--- config.mk ---
export PLATFORM = sky130hd
export DESIGN_NAME = som_tag_cell
export DESIGN_NICKNAME = d
export VERILOG_FILES = /design/src/sv/slab_overlay_memory_defines.svh /design/src/sv/som_pkg.sv /design/src/sv/som_tag_cell.sv
export SDC_FILE = /design/constraint.sdc
export NUM_CORES = 1
export LEC_CHECK = 0
export BUFFER_PORTS_ARGS = -buffer_cell sky130_fd_sc_hd__clkbuf_2
export CAP_MARGIN = 10
export CORE_MARGIN = 2
export CORE_UTILIZATION = 30
export DETAILED_ROUTE_END_ITERATION = 16
export PLACE_DENSITY = 0.54
export SETUP_SLACK_MARGIN = 0.3
export SLEW_MARGIN = 0
export SYNTH_ARGS = -nofsm -noshare
export SYNTH_HDL_FRONTEND = slang
export SYNTH_SLANG_ARGS = --single-unit
export TNS_END_PERCENT = 20
--- constraint.sdc ---
create_clock -name i_clk -period 1.95 [get_ports i_clk]
set_input_delay 0.39 -clock i_clk [delete_from_list [all_inputs] [get_ports i_clk]]
set_output_delay 0.39 -clock i_clk [all_outputs]
set_load 0.02 [all_outputs]
--- src/sv/slab_overlay_memory_defines.svh ---
// Assertion macros shared by the slab overlay memory RTL.
`ifndef SLAB_OVERLAY_MEMORY_DEFINES_SVH
`define SLAB_OVERLAY_MEMORY_DEFINES_SVH

// Same-cycle implication, checked on every clock edge outside reset.
`define SOM_ASSERT_NOW(lbl, ante, cons) \
    lbl: assert property (@(posedge i_clk) disable iff (!i_rst_n) (ante) |-> (cons)) \
        else $error("slab overlay memory check failed");

// Next-cycle implication, checked on every clock edge outside reset.
`define SOM_ASSERT_NEXT(lbl, ante, cons) \
    lbl: assert property (@(posedge i_clk) disable iff (!i_rst_n) (ante) |=> (cons)) \
        else $error("slab overlay memory check failed");

`endif

--- src/sv/som_pkg.sv ---
// Types, constants and font tables of the slab overlay memory.
`default_nettype none
package som_pkg;

    localparam int SLAB_SLOTS_DEF    = 16;
    localparam int PROGRAM_DEPTH_DEF = 2048;

    localparam logic [11:0] PROG_BASE         = 12'h200;
    localparam logic [11:0] PROGRAM_END_RESET = 12'd512;
    localparam logic [11:0] SMALL_FONT_END    = 12'd80;
    localparam logic [11:0] BIG_FONT_END      = 12'd240;
    localparam logic [7:0]  PAGE_FREE         = 8'h00;
    localparam logic [4:0]  SLAB_BYTES        = 5'd16;

    localparam logic [1:0] CMD_READ  = 2'd0;
    localparam logic [1:0] CMD_WRITE = 2'd1;
    localparam logic [1:0] CMD_LOAD  = 2'd2;

    localparam logic [1:0] STATUS_OK       = 2'd0;
    localparam logic [1:0] STATUS_UNMAPPED = 2'd1;
    localparam logic [1:0] STATUS_FULL     = 2'd2;

    typedef enum logic [2:0] {
        ST_IDLE,
        ST_DECODE,
        ST_SEARCH,
        ST_RDWAIT,
        ST_FILL,
        ST_STORE,
        ST_RESP
    } t_state;

    typedef struct packed {
        logic active;
        logic hit;
        logic free;
    } t_scan;

    localparam logic [7:0] SMALL_FONT [80] = '{
        8'hF0,8'h90,8'h90,8'h90,8'hF0, 8'h20,8'h60,8'h20,8'h20,8'h70,
        8'hF0,8'h10,8'hF0,8'h80,8'hF0, 8'hF0,8'h10,8'hF0,8'h10,8'hF0,
        8'h90,8'h90,8'hF0,8'h10,8'h10, 8'hF0,8'h80,8'hF0,8'h10,8'hF0,
        8'hF0,8'h80,8'hF0,8'h90,8'hF0, 8'hF0,8'h10,8'h20,8'h40,8'h40,
        8'hF0,8'h90,8'hF0,8'h90,8'hF0, 8'hF0,8'h90,8'hF0,8'h10,8'hF0,
        8'hF0,8'h90,8'hF0,8'h90,8'h90, 8'hE0,8'h90,8'hE0,8'h90,8'hE0,
        8'hF0,8'h80,8'h80,8'h80,8'hF0, 8'hE0,8'h90,8'h90,8'h90,8'hE0,
        8'hF0,8'h80,8'hF0,8'h80,8'hF0, 8'hF0,8'h80,8'hF0,8'h80,8'h80
    };

    localparam logic [7:0] BIG_FONT [160] = '{
        8'hF0,8'hF0,8'h90,8'h90,8'h90,8'h90,8'h90,8'h90,8'hF0,8'hF0,
        8'h20,8'h60,8'h20,8'h20,8'h70, 8'h20,8'h60,8'h20,8'h20,8'h70,
        8'hF0,8'h10,8'hF0,8'h80,8'hF0, 8'hF0,8'h10,8'hF0,8'h80,8'hF0,
        8'hF0,8'h10,8'hF0,8'h10,8'hF0, 8'hF0,8'h10,8'hF0,8'h10,8'hF0,
        8'h90,8'h90,8'hF0,8'h10,8'h10, 8'h90,8'h90,8'hF0,8'h10,8'h10,
        8'hF0,8'h80,8'hF0,8'h10,8'hF0, 8'hF0,8'h80,8'hF0,8'h10,8'hF0,
        8'hF0,8'h80,8'hF0,8'h90,8'hF0, 8'hF0,8'h80,8'hF0,8'h90,8'hF0,
        8'hF0,8'h10,8'h20,8'h40,8'h40, 8'hF0,8'h10,8'h20,8'h40,8'h40,
        8'hF0,8'h90,8'hF0,8'h90,8'hF0, 8'hF0,8'h90,8'hF0,8'h90,8'hF0,
        8'hF0,8'h90,8'hF0,8'h10,8'hF0, 8'hF0,8'h90,8'hF0,8'h10,8'hF0,
        8'hF0,8'h90,8'hF0,8'h90,8'h90, 8'hF0,8'h90,8'hF0,8'h90,8'h90,
        8'hE0,8'h90,8'hE0,8'h90,8'hE0, 8'hE0,8'h90,8'hE0,8'h90,8'hE0,
        8'hF0,8'h80,8'h80,8'h80,8'hF0, 8'hF0,8'h80,8'h80,8'h80,8'hF0,
        8'hE0,8'h90,8'h90,8'h90,8'hE0, 8'hE0,8'h90,8'h90,8'h90,8'hE0,
        8'hF0,8'h80,8'hF0,8'h80,8'hF0, 8'hF0,8'h80,8'hF0,8'h80,8'hF0,
        8'hF0,8'h80,8'hF0,8'h80,8'h80, 8'hF0,8'h80,8'hF0,8'h80,8'h80
    };

    function automatic logic [7:0] font_byte(input logic [7:0] a);
        logic [7:0] b;
        b = a - 8'd80;
        if (a < 8'd80) begin
            return SMALL_FONT[a[6:0]];
        end else begin
            return BIG_FONT[b];
        end
    endfunction

endpackage
`default_nettype wire

--- src/sv/som_tag_cell.sv ---
// One slab tag cell of the search chain.
`default_nettype none
module som_tag_cell #(
    parameter int SLAB_SLOTS = som_pkg::SLAB_SLOTS_DEF,
    parameter int IDX        = 0,
    parameter int IW         = (SLAB_SLOTS > 1) ? $clog2(SLAB_SLOTS) : 1
) (
    input  wire                 i_clk,
    input  wire                 i_rst_n,
    input  wire  [7:0]          i_page,
    input  som_pkg::t_scan      i_scan,
    input  wire  [IW-1:0]       i_idx,
    input  wire                 i_alloc,
    input  wire  [IW-1:0]       i_alloc_idx,
    output som_pkg::t_scan      o_scan,
    output logic [IW-1:0]       o_idx
);

    localparam logic [IW-1:0] MY_IDX = IW'(IDX);

    logic [7:0]     r_tag;
    som_pkg::t_scan r_scan;
    som_pkg::t_scan n_scan;
    logic [IW-1:0]  r_idx;
    logic [IW-1:0]  n_idx;

    always_comb begin
        n_scan = i_scan;
        n_idx  = i_idx;
        if (i_scan.active && !i_scan.hit &&
            (r_tag == i_page || r_tag == som_pkg::PAGE_FREE)) begin
            n_scan.hit  = 1'b1;
            n_scan.free = (r_tag == som_pkg::PAGE_FREE);
            n_idx       = MY_IDX;
        end
    end

    always_ff @(posedge i_clk) begin
        if (!i_rst_n) begin
            r_tag  <= som_pkg::PAGE_FREE;
            r_scan <= '0;
        end else begin
            r_scan <= n_scan;
            if (i_alloc && i_alloc_idx == MY_IDX) begin
                r_tag <= i_page;
            end
        end
        r_idx <= n_idx;
    end

    assign o_scan = r_scan;
    assign o_idx  = r_idx;

endmodule
`default_nettype wire

==> flow_summary.yaml <==
route:
  drt_pre_antenna_iters: 2
  detail_route.wirelength_mm: 1.181
  route.detailed.vias_per_inst: 4.299
  drc: 0
  routed_wire_length_per_instance_um: 10.09
  number_of_vias_in_the_routed_layout: 503
  drtAntennaViolNets: 0
  drt-initial-drc-count: 2
floorplan:
  placement_rows: 16
  die_width_um: 50.03
  floorplan.initialDensity_pct: 32.07
  fp.dieH_um: 50.03
  ios: 29
  total_die_area_mm2: 0.002503
  placeableCoreArea_mm2: 0.001982
cts:
  clk_root_buffer_cell: "sky130_fd_sc_hd__clkbuf_4"
  cts_post_setup_buffers_inserted: 0
  cts_buffers: 3
  worst_setup_hold_path_clk_slew_ns: 0.09
  ctsHtreeMaxLevel: 1
  number_of_buffers_added_to_fix_hold_violations_after_cts: 0
  tritoncts: "yes"
  clkLatencyLatePin_ns: 0.28
  clock_path_buffers: 2
  clock-sinks: 15
  cts.repair.resized: 0
critical_path:
  critical_path.cell_chain: "xor2_1 > nor4_2 > a31oi_1 > and2_1"
  max_stage_delay_ns: 0.34
  timing.critical_path.max_delay_family: "simple AND/OR/NAND/NOR gates"
  worstPathArrival_ns: 1.52
  worst-path-max-fanout: 5
  cp.required_ns: 2.12
  worst_path_max_delay_cell: "sky130_fd_sc_hd__dfxtp_1"
  worst-path-buf-inv: 0
  start_kind: "register"
  crit_path_class: "reg2reg"
  timing.critical_path.to_type: "register"
timing:
  rsz0062_at_grt: "no"
  fin_setup_tns_ns: 0
  maxSlewViolCount: 0
  achievable-frequency_mhz: 741.6
  tightest_slew_ns: 0.4688
  whs_ns: 0.3105
  hold_viol: 0
  setup_viol_count_final: 0
  post-route-min-period_ns: 1.349
  clock-skew-final_ns: 0.007016
  slew_headroom_pct: 68.75
  min_period_over_period_pct: 69.15
logic_synthesis:
  netlist_top_cells_area: "sky130_fd_sc_hd__dfxtp_1 47%, sky130_fd_sc_hd__mux2i_1 13%, sky130_fd_sc_hd__xor2_1 9.6%, sky130_fd_sc_hd__nor2b_1 7.9%, sky130_fd_sc_hd__and2_1 5.9%"
  synth_top_cell_area_share_pct: 47.24
  synth_area_per_cell_um2: 10.59
  synthDominantAreaCellType: "sky130_fd_sc_hd__dfxtp_1"
  yosysSeqAreaShare_pct: 47.24
  syn-cell-area_um2: 635.6
  netlist_instances: 60
  yosys_register_bits: 15
  yosysWarnings: 0
  post_synth_num_cell_types: 17
  syn-num-nets: 82
grt:
  antenna_found_initial: 0
  overflow: 0
  vias_in_the_first_global_route: 474
  largest_net_degree_at_the_start_of_global_routing: 12
  track_usage_pct: 10.61
  grt_pass1_wl_mm: 1.952
place:
  gpl.final_weighted_congestion: 0.6702
  dp_hpwl_um: 963.3
  input_output_buffers: 28
pwr:
  fin_total_pwr_uw: 575.8
  pwr_density_cell_mw_per_mm2: 698.3
  leakage_nw: 0.3705
  ir_worst_vdd_v: 0.0003730
hold_path:
  hp-class: "in2reg"
final_layout:
  areaGrowthSynthToFinish_pct: 29.72
  layout-drive-gt1-share_pct: 35.56
  design.final.nets: 113
  antenna-diode-count: 0
outcome:
  result_of_the_run: "completed"
run:
  max-cap-violations: 0
[area by class of cell]
class | count | area [um^2]
flip-flops and latches | 15 | 300.3
repair buffers | 28 | 140.1
inverters | 2 | 7.507
well taps | 27 | 33.78
clock buffers | 4 | 26.28
multi-input cells | 41 | 316.6
fillers | 207 | 1157
[metrics by stage]
step                      worst slack (ns)  std cells  utilization [%]  area (um^2)
after CTS                           0.5960        117            41.60        824.5
after global placement              0.3632        113            40.28        798.3
after detailed placement            0.3243        113            40.28        798.3
final                               0.6015        117            41.60        824.5
after floorplan                     0.6872         60                -        635.6
after global routing                0.4895        117            41.60        824.5
[cells in the mapped netlist (all sizes together)]
master and count:
a21boi 1, a31oi 2, and2 6, and3 1, and4 1, buf 1
clkbuf 1, dfxtp 15, inv 2, mux2i 8, nor2b 8, nor3 1
nor4 4, o21a 1, xnor2 1, xor2 7
[final timing paths]
kind | start | to | slack (ns) | cells past startpoint
max | r_tag[5] | o_idx[3] | 0.60 | 4
max reg2reg | r_tag[5] | o_idx[3] | 0.60 | 4
min | i_idx[1] | o_idx[1] | 0.31 | 2
min reg2reg | r_tag[0] | r_tag[0] | 0.55 | 2
[per-layer routing]
layer  up-vias  global-route usage, %  wire length (um)
met5         -                      0                 0
met4         0                  5.556                17
met3         4                  3.636                49
met2        10                  17.54               580
met1       225                  11.87               533
li1        264                      -                 -
[kinds of logic after synthesis]
kind of cell	count (synthesis)	share of synthesized area (%)
flip-flops	15	47.24
AND/OR/NAND/NOR	21	21.85
XOR/XNOR	8	11.02
buffers and inverters	4	2.953
AO/OA/AOI/OAI	4	4.331
multiplexers	8	12.60
[power breakdown]
part           leakage, nW  internal, mW  total [mW]  switching (mW)
combinational        0.232        0.0398      0.0815          0.0417
clock               0.0150        0.0793       0.172          0.0924
sequential           0.123         0.318       0.323         0.00422
[flip-flops by register name, summed over array words and instances (netlist names)]
signal and flops:
r_tag 8, o_idx 4, o_scan 3
[layout by cell type (no fill, tap or decap), drive strengths merged]
master / Yosys / final
a21boi: 1 / 1
and3: 1 / 1
inv: 2 / 2
nor2b: 8 / 8
and4: 1 / 1
xor2: 7 / 7
dfxtp: 15 / 15
nor4: 4 / 4
mux2i: 8 / 8
clkbuf: 1 / 32
nor3: 1 / 1
o21a: 1 / 1
a31oi: 2 / 2
xnor2: 1 / 1
and2: 6 / 6
[worst register-to-register path, cell delays in order, from the launching register on]
cell and delay (ns):
sky130_fd_sc_hd__dfxtp_1 0.34, sky130_fd_sc_hd__xor2_1 0.18, sky130_fd_sc_hd__nor4_2 0.31, sky130_fd_sc_hd__a31oi_1 0.20, sky130_fd_sc_hd__and2_1 0.21
(Power assumes the default switching activity.)
